## config.mk

```make
export PLATFORM = sky130hd
export DESIGN_NAME = console_line_edit_buffer
export DESIGN_NICKNAME = d
export VERILOG_FILES = /design/src/sv/cleb_pkg.sv /design/src/sv/console_line_edit_buffer.sv
export SDC_FILE = /design/constraint.sdc
export NUM_CORES = 1
export LEC_CHECK = 0
export ABC_AREA = 1
export BUFFER_PORTS_ARGS = -buffer_cell sky130_fd_sc_hd__buf_4
export CAP_MARGIN = 10
export CORE_ASPECT_RATIO = 1.2
export CORE_MARGIN = 3
export CORE_UTILIZATION = 50
export CTS_BUF_LIST = sky130_fd_sc_hd__clkbuf_2
export CTS_CLUSTER_SIZE = 30
export DETAILED_ROUTE_END_ITERATION = 8
export PLACE_DENSITY = 0.65
export SLEW_MARGIN = 10
export SYNTH_ARGS = -nofsm -noshare
export SYNTH_HDL_FRONTEND = slang
export SYNTH_SLANG_ARGS = --single-unit
```

## constraint.sdc

```tcl
create_clock -name clk_i -period 7.1 [get_ports clk_i]
set_input_delay 0.355 -clock clk_i [delete_from_list [all_inputs] [get_ports clk_i]]
set_output_delay 0.355 -clock clk_i [all_outputs]
set_load 0.02 [all_outputs]
```

## src/sv/cleb_pkg.sv

```systemverilog
// Package for the console line edit buffer.
// Holds key codes, result kinds and the beat types of both channels.
// No dependencies.
package cleb_pkg;

  localparam logic [7:0] KEY_NUL    = 8'h00;
  localparam logic [7:0] KEY_CTRL_D = 8'h04;
  localparam logic [7:0] KEY_CTRL_H = 8'h08;
  localparam logic [7:0] KEY_NL     = 8'h0a;
  localparam logic [7:0] KEY_CR     = 8'h0d;
  localparam logic [7:0] KEY_CTRL_P = 8'h10;
  localparam logic [7:0] KEY_CTRL_T = 8'h14;
  localparam logic [7:0] KEY_CTRL_U = 8'h15;
  localparam logic [7:0] KEY_DEL    = 8'h7f;

  typedef enum logic [2:0] {
    KIND_NONE   = 3'd0,
    KIND_ECHO   = 3'd1,
    KIND_ERASE  = 3'd2,
    KIND_DUMP   = 3'd3,
    KIND_SWITCH = 3'd4,
    KIND_RBYTE  = 3'd5,
    KIND_REOF   = 3'd6,
    KIND_REMPTY = 3'd7
  } kind_e;

  typedef enum logic {
    CMD_KEY  = 1'b0,
    CMD_READ = 1'b1
  } cmd_e;

  typedef struct packed {
    cmd_e       command;
    logic [7:0] key_code;
    logic       read_in_progress;
  } in_t;

  typedef struct packed {
    kind_e      kind;
    logic [7:0] char_out;
    logic [7:0] erase_count;
    logic       line_ready;
  } out_t;

endpackage

```

## src/sv/console_line_edit_buffer.sv

```systemverilog
// Top level of the console line edit buffer: character ring, pointers and edit logic.
// Depends on cleb_pkg for key codes, result kinds and beat types.
//
// Canonical-mode keyboard line buffer. Each input beat carries either a key code
// or a request for one byte from a reader, and each one yields exactly one result
// beat. Keys are edited into a character ring (RING_DEPTH entries) behind an edit
// pointer; newline, ctrl-D or a full ring commits the line, backspace/DEL and
// ctrl-U erase uncommitted characters, ctrl-P and ctrl-T are flagged as requests.
// A read pops one committed byte; a ctrl-D met after earlier bytes of the same
// read stays in the ring. The block takes one beat every cycle while the output
// is not stalled: a beat is registered at accept together with the ring read at
// the pointer it will see, is decoded in the next cycle against the pointer
// registers, and its result lands in the output register when the output can
// take it. The ring is a single memory with one write port (key store) and one
// registered read port (reader pop), with a bypass for a byte written in the
// same cycle. A stalled output holds the whole chain; the input keeps taking
// beats while the decode stage is empty. The ring needs no clearing after
// reset.
module console_line_edit_buffer #(
  parameter int RING_DEPTH = 128
) (
  input  logic          clk_i,
  input  logic          rst_ni,
  input  logic          in_valid_i,
  output logic          in_stall_o,
  input  cleb_pkg::in_t in_data_i,
  output logic          out_valid_o,
  input  logic          out_stall_i,
  output cleb_pkg::out_t out_data_o
);
  import cleb_pkg::*;

  // Pointers count modulo twice the depth so full and empty differ.
  localparam int PTR_W = $clog2(RING_DEPTH) + 1;
  localparam int IDX_W = $clog2(RING_DEPTH);
  localparam logic [PTR_W-1:0] DEPTH_P   = PTR_W'(RING_DEPTH);
  localparam logic [PTR_W-1:0] PTR_LAST  = PTR_W'(2 * RING_DEPTH - 1);
  localparam logic [PTR_W:0]   PTR_MOD   = (PTR_W + 1)'(2 * RING_DEPTH);

  function automatic logic [PTR_W-1:0] ptr_inc(input logic [PTR_W-1:0] p);
    logic [PTR_W-1:0] r;
    r = (p == PTR_LAST) ? '0 : p + 1'b1;
    return r;
  endfunction

  function automatic logic [PTR_W-1:0] ptr_dec(input logic [PTR_W-1:0] p);
    logic [PTR_W-1:0] r;
    r = (p == '0) ? PTR_LAST : p - 1'b1;
    return r;
  endfunction

  function automatic logic [PTR_W-1:0] ptr_diff(input logic [PTR_W-1:0] a,
                                                input logic [PTR_W-1:0] b);
    logic [PTR_W:0] s;
    s = (a >= b) ? {1'b0, a} - {1'b0, b} : {1'b0, a} + PTR_MOD - {1'b0, b};
    return s[PTR_W-1:0];
  endfunction

  function automatic logic [IDX_W-1:0] ptr_slot(input logic [PTR_W-1:0] p);
    logic [PTR_W-1:0] s;
    s = (p >= DEPTH_P) ? p - DEPTH_P : p;
    return s[IDX_W-1:0];
  endfunction

  // Character ring and its registered read port.
  logic [7:0] ring_q [RING_DEPTH];
  logic [7:0] rd_q;

  // Decode stage.
  logic s1_valid_q;
  in_t  s1_q;

  // Pointer state.
  logic [PTR_W-1:0] read_ptr_q, read_ptr_d;
  logic [PTR_W-1:0] commit_ptr_q, commit_ptr_d;
  logic [PTR_W-1:0] edit_ptr_q, edit_ptr_d;

  // Output register.
  logic out_valid_q;
  out_t out_q;
  out_t res;

  logic             adv;
  logic             fire;
  logic             in_accept;
  logic             wr_en;
  logic [IDX_W-1:0] wr_addr;
  logic [IDX_W-1:0] rd_addr;
  logic [7:0]       wr_char;
  logic [7:0]       key_char;

  // Advance the decode stage whenever the output register can take its result.
  assign adv        = !out_valid_q || !out_stall_i;
  assign fire       = s1_valid_q && adv;
  assign in_stall_o = s1_valid_q && !adv;
  assign in_accept  = in_valid_i && !in_stall_o;

  assign out_valid_o = out_valid_q;
  assign out_data_o  = out_q;

  // Map carriage return to newline before storing and echoing.
  assign key_char = (s1_q.key_code == KEY_CR) ? KEY_NL : s1_q.key_code;
  assign wr_addr  = ptr_slot(edit_ptr_q);
  assign wr_char  = key_char;
  // Read at the pointer that the next beat will see after this one retires.
  assign rd_addr  = ptr_slot(read_ptr_d);

  always_comb begin
    read_ptr_d   = read_ptr_q;
    commit_ptr_d = commit_ptr_q;
    edit_ptr_d   = edit_ptr_q;
    wr_en        = 1'b0;
    res          = '0;
    res.kind     = KIND_NONE;
    if (fire) begin
      if (s1_q.command == CMD_READ) begin
        if (read_ptr_q == commit_ptr_q) begin
          res.kind = KIND_REMPTY;
        end else if (rd_q == KEY_CTRL_D) begin
          // Keep the ctrl-D for the next read if this read already has bytes.
          if (!s1_q.read_in_progress) begin
            read_ptr_d = ptr_inc(read_ptr_q);
          end
          res.kind = KIND_REOF;
        end else begin
          read_ptr_d   = ptr_inc(read_ptr_q);
          res.kind     = KIND_RBYTE;
          res.char_out = rd_q;
        end
      end else begin
        case (s1_q.key_code) inside
          KEY_CTRL_P: res.kind = KIND_DUMP;
          KEY_CTRL_T: res.kind = KIND_SWITCH;
          KEY_CTRL_U: begin
            res.kind        = KIND_ERASE;
            res.erase_count = 8'(ptr_diff(edit_ptr_q, commit_ptr_q));
            edit_ptr_d      = commit_ptr_q;
          end
          KEY_CTRL_H, KEY_DEL: begin
            res.kind = KIND_ERASE;
            if (edit_ptr_q != commit_ptr_q) begin
              edit_ptr_d      = ptr_dec(edit_ptr_q);
              res.erase_count = 8'd1;
            end
          end
          default: begin
            // Drop a null key or any key that meets a full ring.
            if (s1_q.key_code != KEY_NUL &&
                ptr_diff(edit_ptr_q, read_ptr_q) < DEPTH_P) begin
              wr_en        = 1'b1;
              edit_ptr_d   = ptr_inc(edit_ptr_q);
              res.kind     = KIND_ECHO;
              res.char_out = key_char;
              if (key_char == KEY_NL || key_char == KEY_CTRL_D ||
                  ptr_diff(edit_ptr_d, read_ptr_q) == DEPTH_P) begin
                commit_ptr_d   = edit_ptr_d;
                res.line_ready = 1'b1;
              end
            end
          end
        endcase
      end
    end
  end

  // Ring write from the key store.
  always_ff @(posedge clk_i) begin
    if (wr_en) begin
      ring_q[wr_addr] <= wr_char;
    end
  end

  // Ring read at accept; forward a byte written in the same cycle.
  always_ff @(posedge clk_i) begin
    if (in_accept) begin
      rd_q <= (wr_en && wr_addr == rd_addr) ? wr_char : ring_q[rd_addr];
    end
  end

  always_ff @(posedge clk_i or negedge rst_ni) begin
    if (!rst_ni) begin
      s1_valid_q   <= 1'b0;
      out_valid_q  <= 1'b0;
      read_ptr_q   <= '0;
      commit_ptr_q <= '0;
      edit_ptr_q   <= '0;
    end else begin
      if (!in_stall_o) begin
        s1_valid_q <= in_valid_i;
      end
      if (adv) begin
        out_valid_q <= s1_valid_q;
      end
      read_ptr_q   <= read_ptr_d;
      commit_ptr_q <= commit_ptr_d;
      edit_ptr_q   <= edit_ptr_d;
    end
  end

  always_ff @(posedge clk_i) begin
    if (in_accept) begin
      s1_q <= in_data_i;
    end
    if (fire) begin
      out_q <= res;
    end
  end

  // Pointer order: read <= commit <= edit <= read + depth.
  a_ptr_order: assert property (@(posedge clk_i) disable iff (!rst_ni)
    ptr_diff(commit_ptr_q, read_ptr_q) <= ptr_diff(edit_ptr_q, read_ptr_q) &&
    ptr_diff(edit_ptr_q, read_ptr_q) <= DEPTH_P)
    else $error("ring pointers out of order");

  // Input is only held back by a full decode stage.
  a_stall_cause: assert property (@(posedge clk_i) disable iff (!rst_ni)
    in_stall_o |-> s1_valid_q)
    else $error("input stalled with empty decode stage");

  // Only a stored key can commit a line.
  a_ready_echo: assert property (@(posedge clk_i) disable iff (!rst_ni)
    out_valid_o && out_data_o.line_ready |-> out_data_o.kind == KIND_ECHO)
    else $error("line commit without echo");

  // Kill line leaves no uncommitted characters.
  a_kill_line: assert property (@(posedge clk_i) disable iff (!rst_ni)
    fire && s1_q.command == CMD_KEY && s1_q.key_code == KEY_CTRL_U
    |=> edit_ptr_q == commit_ptr_q)
    else $error("kill line left characters behind");

  // A retired beat always reaches the output register.
  a_result_out: assert property (@(posedge clk_i) disable iff (!rst_ni)
    fire |=> out_valid_q)
    else $error("result lost");

endmodule

```

==> results of run 1 <==
==> synth_stat cells (5+ instances only) <==
library cell	n	area (um2)
edfxtp_1	1062	31890
nand3_1	986	4935
nand2_1	917	3442
inv_1	476	1787
nand3b_1	323	2425
nor2_1	186	698.2
clkbuf_1	162	608.1
buf_2	114	570.6
o211ai_1	61	457.9
o21ai_0	28	140.1
ha_1	27	337.8
dfrtp_1	26	650.6
a21oi_1	19	95.09
nand4_1	19	118.9
xor2_1	12	105.1
buf_1	11	41.29
nor3_1	9	45.04
inv_2	7	26.28
o22ai_1	6	37.54
xnor2_1	6	52.55
nand4_2	5	62.56
==> power by group through the flow <==
stage	Combinational, mW	Sequential (mW)	Clock [mW]
floorplan	4.77	7.49	0
global placement	7.03	7.54	0
detailed placement	7.07	7.54	0
CTS	7.11	7.39	3.94
global route	7.80	7.41	4.25
finish	7.19	7.40	3.84
==> path summary, 6_finish.rpt <==
kind,startpoint,end,slack (ns)
max in group asynchronous,rst_ni,out_valid_o,6.53
worst max register to register,s1_q[8],ring_q[57][6],2.09
worst max-delay path,s1_q[8],ring_q[57][6],2.09
min in group asynchronous,rst_ni,commit_ptr_q[2],0.37
worst min-delay path,out_stall_i,out_valid_o,0.20
worst min register to register,s1_valid_q,out_valid_o,0.49
==> per-stage QoR <==
| step | setup slack, ns | hold WS (ns) | std cells | total power [mW] |
|---|---|---|---|---|
| finish | 2.089 | 0.2033 | 6057 | 18.44 |
| global route | 1.772 | 0.09795 | 6056 | 19.46 |
| CTS | 2.184 | 0.02088 | 6052 | 18.44 |
| detailed placement | 2.203 | 0.3117 | 5588 | 14.61 |
| global placement | 2.286 | 0.3121 | 5588 | 14.57 |
| floorplan | 2.161 | 0.05941 | 4521 | 12.26 |
==> routing by layer <==
layer  up-vias  global-route usage  wire [um]
li1      16010                   -          -
met1     16580              0.3487      54300
met2      1589              0.4164      63220
met3       279             0.04792      10610
met4         0              0.1141       5041
met5         -                   0          0
==> layout make-up <==
type                            instances  area, um2  share of cell area
Timing Repair Buffer                  125       1229             0.02325
Sequential cell                      1088      32540              0.6158
Inverter                              486       1827             0.03457
Clock inverter                         45      197.7            0.003741
Tap cell                             1270       1589             0.03007
Antenna cell                            5      12.51           0.0002368
Multi-Input combinational cell       2656      13540              0.2561
Clock buffer                          382       1912             0.03618
==> registers in the layout, indices dropped and copies added, names as in the netlist <==
signal / flops
out_data_o: 20
commit_ptr_q: 8
s1_q: 10
ring_q: 1024
out_valid_o: 1
read_ptr_q: 8
rd_q: 8
edit_ptr_q: 8
s1_valid_q: 1
==> tightest hold or removal path, delay by kind of cell <==
family | cells | cell delay, ns
buffers and inverters | 3 | 1.16
and+or+nand+nor | 2 | 0.14
==> cells by family (layout without fill, tap and decap cells) <==
family | after synthesis | in the layout | share of synthesized area
AOI/OAI and AO/OA | 142 | 142 | 0.01931
xor gates and xnor gates | 20 | 20 | 0.003878
adders and majority gates | 30 | 30 | 0.008112
buffers and inverters | 777 | 1038 | 0.06276
DFF | 1088 | 1088 | 0.6635
other | 0 | 5 | 0
and+or+nand+nor | 2464 | 2464 | 0.2425
==> impl_metrics.env, run 1 <==
export IMPL_most_common_layout_cells="edfxtp_1, nand3_1, nand2_1, inv_1, clkbuf_2"
export IMPL_cts_tree="built"
export IMPL_synth_edf_count=1062
export IMPL_fin_util=0.5441
export IMPL_tightest_slew_ns=1.303
export IMPL_setup_viol=0
export IMPL_ctsHoldBuffers=37
export IMPL_power_density_nw_per_um2=348.9
export IMPL_fmax_mhz=199.6
export IMPL_vdd_drop_max_mv=0.4601
export IMPL_ios=36
export IMPL_finalCritPeriodShare=0.7057
export IMPL_skew_ns=0.1194
export IMPL_ys_seq_area_frac=0.6635
export IMPL_post_dp_cell_area_um2=50340
export IMPL_grt_pass1_wl_um=200800
export IMPL_place_hpwl_um=73090
export IMPL_nets=4681
export IMPL_drtAntennaViolNets=0
export IMPL_via_per_inst=5.690
export IMPL_slew_viol_final=0
export IMPL_grt_pass1_vias=33370
export IMPL_netlist_cell_type_count=49
export IMPL_drc_errors=0
export IMPL_start_kind="flop"
export IMPL_gp_congestion=0.9145
export IMPL_htreeDepth=5
export IMPL_crit_type="flop to flop"
export IMPL_num_rows=125
export IMPL_die_area_um2=101900
export IMPL_antenna_found_initial=2
export IMPL_final_common_cell="edfxtp_1"
export IMPL_crit_chain="buf_4 -> nor2_1 -> inv_1 -> nor3_1 -> nand4_1 -> nand2_1 -> nor2_2 -> inv_2 -> nor3_2 -> nand2_1 -> nor2_4 -> nand3_2 -> buf_4 -> nor2_1"
export IMPL_swShare=0.4201
export IMPL_power_share_sequential=0.402
export IMPL_relSlewSlack=0.1284
export IMPL_synth_nets=4565
export IMPL_r2r_cells=14
export IMPL_synth_warnings=0
export IMPL_cts_sinks=1088
export IMPL_outcome="finished clean"
export IMPL_p_leak_nw=20.41
export IMPL_min_path_cells=5
export IMPL_vias=34460
export IMPL_wl_per_cell_um=21.98
export IMPL_cp_depth=14
export IMPL_gr_total_overflow=0
export IMPL_cap_violations=0
export IMPL_critPathRequiredTime_ns=8.19
export IMPL_tns_ns=0
export IMPL_grt_setup_unrepaired="false"
export IMPL_cp_slowest_stage_delay_ns=0.60
export IMPL_period_minus_slack_ns=5.011
export IMPL_p_int_mw=10.69
export IMPL_slowest_stage="nor2_1"
export IMPL_pwr_share_clk=0.208
export IMPL_grt_max_degree=218
export IMPL_die_y_um=349.1
export IMPL_synth_avg_cell_area_um2=10.85
export IMPL_wirelength_um=133200
export IMPL_p_sw_mw=7.745
export IMPL_cts_buffer_depth=4
export IMPL_cp_arrival_ns=6.10
export IMPL_start_util=0.5050
export IMPL_dr_pass1_iters=6
export IMPL_die_x_um=291.9
export IMPL_grt_usage=0.2598
export IMPL_numCtsBuffers=280
export IMPL_synth_cells=4521
export IMPL_num_fill_cells=8384
export IMPL_clkTransAtPathRegs_ns=0.09
export IMPL_p_comb_frac=0.390
export IMPL_endpoint_kind="flop"
export IMPL_core_region_area_um2=97120
export IMPL_ctsRootBufferMaster="clkbuf_2"
export IMPL_async_reset_ff_frac=0.02390
export IMPL_path_delay_family="simple AND/OR/NAND/NOR gates"
export IMPL_drt_iter0_drc=3654
export IMPL_postCtsSetupRepairBufs=0
export IMPL_critPathBufInv=4
export IMPL_clkLatencyLatePin_ns=1.60
export IMPL_port_buffers=35
export IMPL_synthesis_area_um2=49050
export IMPL_synthFlopType="edfxtp_1"
export IMPL_min_path_type="input port to flop"
export IMPL_path_max_fanout=33
export IMPL_hold_viol_final=0
export IMPL_layout_drive_gt1_share=0.1083
export IMPL_syn_to_final_growth_pct=7.740
export IMPL_synth_seq_cells=1088
export IMPL_postCtsResizedCells=0
export IMPL_design_area_um2=52840
No activity file was read; power rests on OpenSTA's default activity.
==> run 2, diff against run 1 <==
==> constraint.sdc (replaced) <==
create_clock -name clk_i -period 4.9 [get_ports clk_i]
set_input_delay 0.245 -clock clk_i [delete_from_list [all_inputs] [get_ports clk_i]]
set_output_delay 0.245 -clock clk_i [all_outputs]
set_load 0.02 [all_outputs]
==> impl_metrics.env, run 2 (synthesis results as in run 1) <==
export IMPL_outcome="finished clean"
export IMPL_slowest_stage="o21ai_4"
export IMPL_die_y_um=349.1
export IMPL_power_density_nw_per_um2=504.4
export IMPL_ctsRootBufferMaster="clkbuf_2"
export IMPL_via_per_inst=5.613
export IMPL_ios=36
export IMPL_clkTransAtPathRegs_ns=0.12
export IMPL_p_leak_nw=20.82
export IMPL_gr_total_overflow=0
export IMPL_wirelength_um=133100
export IMPL_drc_errors=0
export IMPL_largest_reg_flops=1024
export IMPL_nets=4751
export IMPL_setup_viol=0
export IMPL_worst_slack_ns=0.4577
export IMPL_start_util=0.5050
export IMPL_cts_tree="built"
export IMPL_period_minus_slack_ns=4.442
export IMPL_tightest_slew_ns=1.196
export IMPL_place_inst=5650
export IMPL_core_region_area_um2=97120
export IMPL_relSlewSlack=0.1996
export IMPL_crit_chain="inv_2 -> nand2_1 -> nand2_1 -> nand2_1 -> nor2_1 -> nand2_2 -> nand3_2 -> o21ai_4 -> buf_12 -> nand3_1 -> nand3_1 -> nand3_1 -> nand3_1 -> nand3_1 -> nand3_1 -> nand3_1 -> nand2_1"
export IMPL_crit_top_cell="nand3_1"
export IMPL_power_mw=26.99
export IMPL_cap_violations=0
export IMPL_grt_setup_unrepaired="false"
export IMPL_cp_slowest_stage_delay_ns=1.02
export IMPL_grt_max_degree=147
export IMPL_cp_arrival_ns=5.82
export IMPL_vdd_drop_max_mv=0.4091
export IMPL_gp_congestion=0.9613
export IMPL_postCtsSetupRepairBufs=0
export IMPL_grt_pass1_wl_um=201000
export IMPL_antenna_found_initial=2
export IMPL_fin_hold_ws_ns=0.2872
export IMPL_layout_drive_gt1_share=0.1214
export IMPL_grt_usage=0.2604
export IMPL_path_delay_family="simple AND/OR/NAND/NOR gates"
export IMPL_skew_ns=0.1245
export IMPL_final_common_cell="edfxtp_1"
export IMPL_drtAntennaViolNets=0
export IMPL_finalCritPeriodShare=0.9066
export IMPL_hold_viol_final=0
export IMPL_crit_type="flop to flop"
export IMPL_place_ws_ns=0.6140
export IMPL_start_kind="flop"
export IMPL_vias=34510
export IMPL_critPathRequiredTime_ns=6.28
export IMPL_numCtsBuffers=284
export IMPL_clkLatencyLatePin_ns=1.60
export IMPL_cts_buffer_depth=4
export IMPL_place_hpwl_um=75990
export IMPL_wl_per_cell_um=21.65
export IMPL_htreeDepth=5
export IMPL_die_x_um=291.9
export IMPL_syn_to_final_growth_pct=9.105
export IMPL_die_area_um2=101900
export IMPL_slew_viol_final=0
export IMPL_dr_pass1_iters=8
export IMPL_path_max_fanout=67
export IMPL_port_buffers=35
export IMPL_regMostFlops="ring_q"
export IMPL_min_path_type="input port to asynchronous set/reset pin"
export IMPL_endpoint_kind="flop"
export IMPL_drt_iter0_drc=3565
export IMPL_fmax_mhz=225.1
export IMPL_tns_ns=0
export IMPL_grt_pass1_vias=33750
export IMPL_instances_no_fill=6148
export IMPL_cts_sinks=1088
export IMPL_most_common_layout_cells="edfxtp_1, nand3_1, nand2_1, inv_1, clkbuf_2"
export IMPL_num_rows=125
export IMPL_critPathBufInv=2
run 2: worst register-to-register path, cell delays in order, from the launching register on:
cell,delay [ns]
dfrtp_1,0.70
inv_2,0.12
nand2_1,0.09
nand2_1,0.05
nand2_1,0.05
nor2_1,0.05
nand2_2,0.12
nand3_2,0.36
o21ai_4,1.03
buf_12,0.40
nand3_1,0.25
nand3_1,0.13
nand3_1,0.12
nand3_1,0.26
nand3_1,0.19
nand3_1,0.22
nand3_1,0.12
nand2_1,0.07
run 2: layout make-up:
type	instances	area, um2
diodes	8	20.02
fillers	8311	43610
well taps	1270	1589
clock inverters	64	249.0
repair buffers	191	1822
flip-flops and latches	1088	32540
inverters	486	1829
clock buffers	385	1927
multi-input cells	2656	13540
run 2: final timing paths:
kind / cells past startpoint / to / start / slack [ns]
worst max-delay path: 17 / rd_q[6] / read_ptr_q[0] / 0.46
worst min register to register: 2 / out_valid_o / s1_valid_q / 0.51
min in group clk_i: 4 / s1_q[3] / in_data_i[3] / 0.48
worst max register to register: 17 / rd_q[6] / read_ptr_q[0] / 0.46
max in group asynchronous: 5 / read_ptr_q[3] / rst_ni / 4.38
worst min-delay path: 5 / edit_ptr_q[5] / rst_ni / 0.29
run 2: power breakdown:
group | leakage (nW) | switching (mW) | internal, mW
Combinational | 9.20 | 7.58 | 3.08
Clock | 1.74 | 3.54 | 2.09
Sequential | 9.89 | 0.229 | 10.5
run 2: repair_timing:
item                                   in CTS  in global routing
endpoints found under the hold margin     805                  0
resized for setup                           0                  0
hold buffers                               41                  0
run 2: layer usage:
layer	wire, um	GRT usage
met2	63490	0.4249
met5	0	0
met3	10590	0.05720
met4	5226	0.1123
met1	53790	0.3373
run 2: per-stage QoR:
stage | utilization | area, um2
2_1_floorplan | - | 49050
3_3_place_gp | 0.5240 | 50900
3_5_place_dp | 0.5240 | 50900
4_1_cts | 0.5508 | 53490
5_1_grt | 0.5510 | 53510
6_report | 0.5510 | 53510
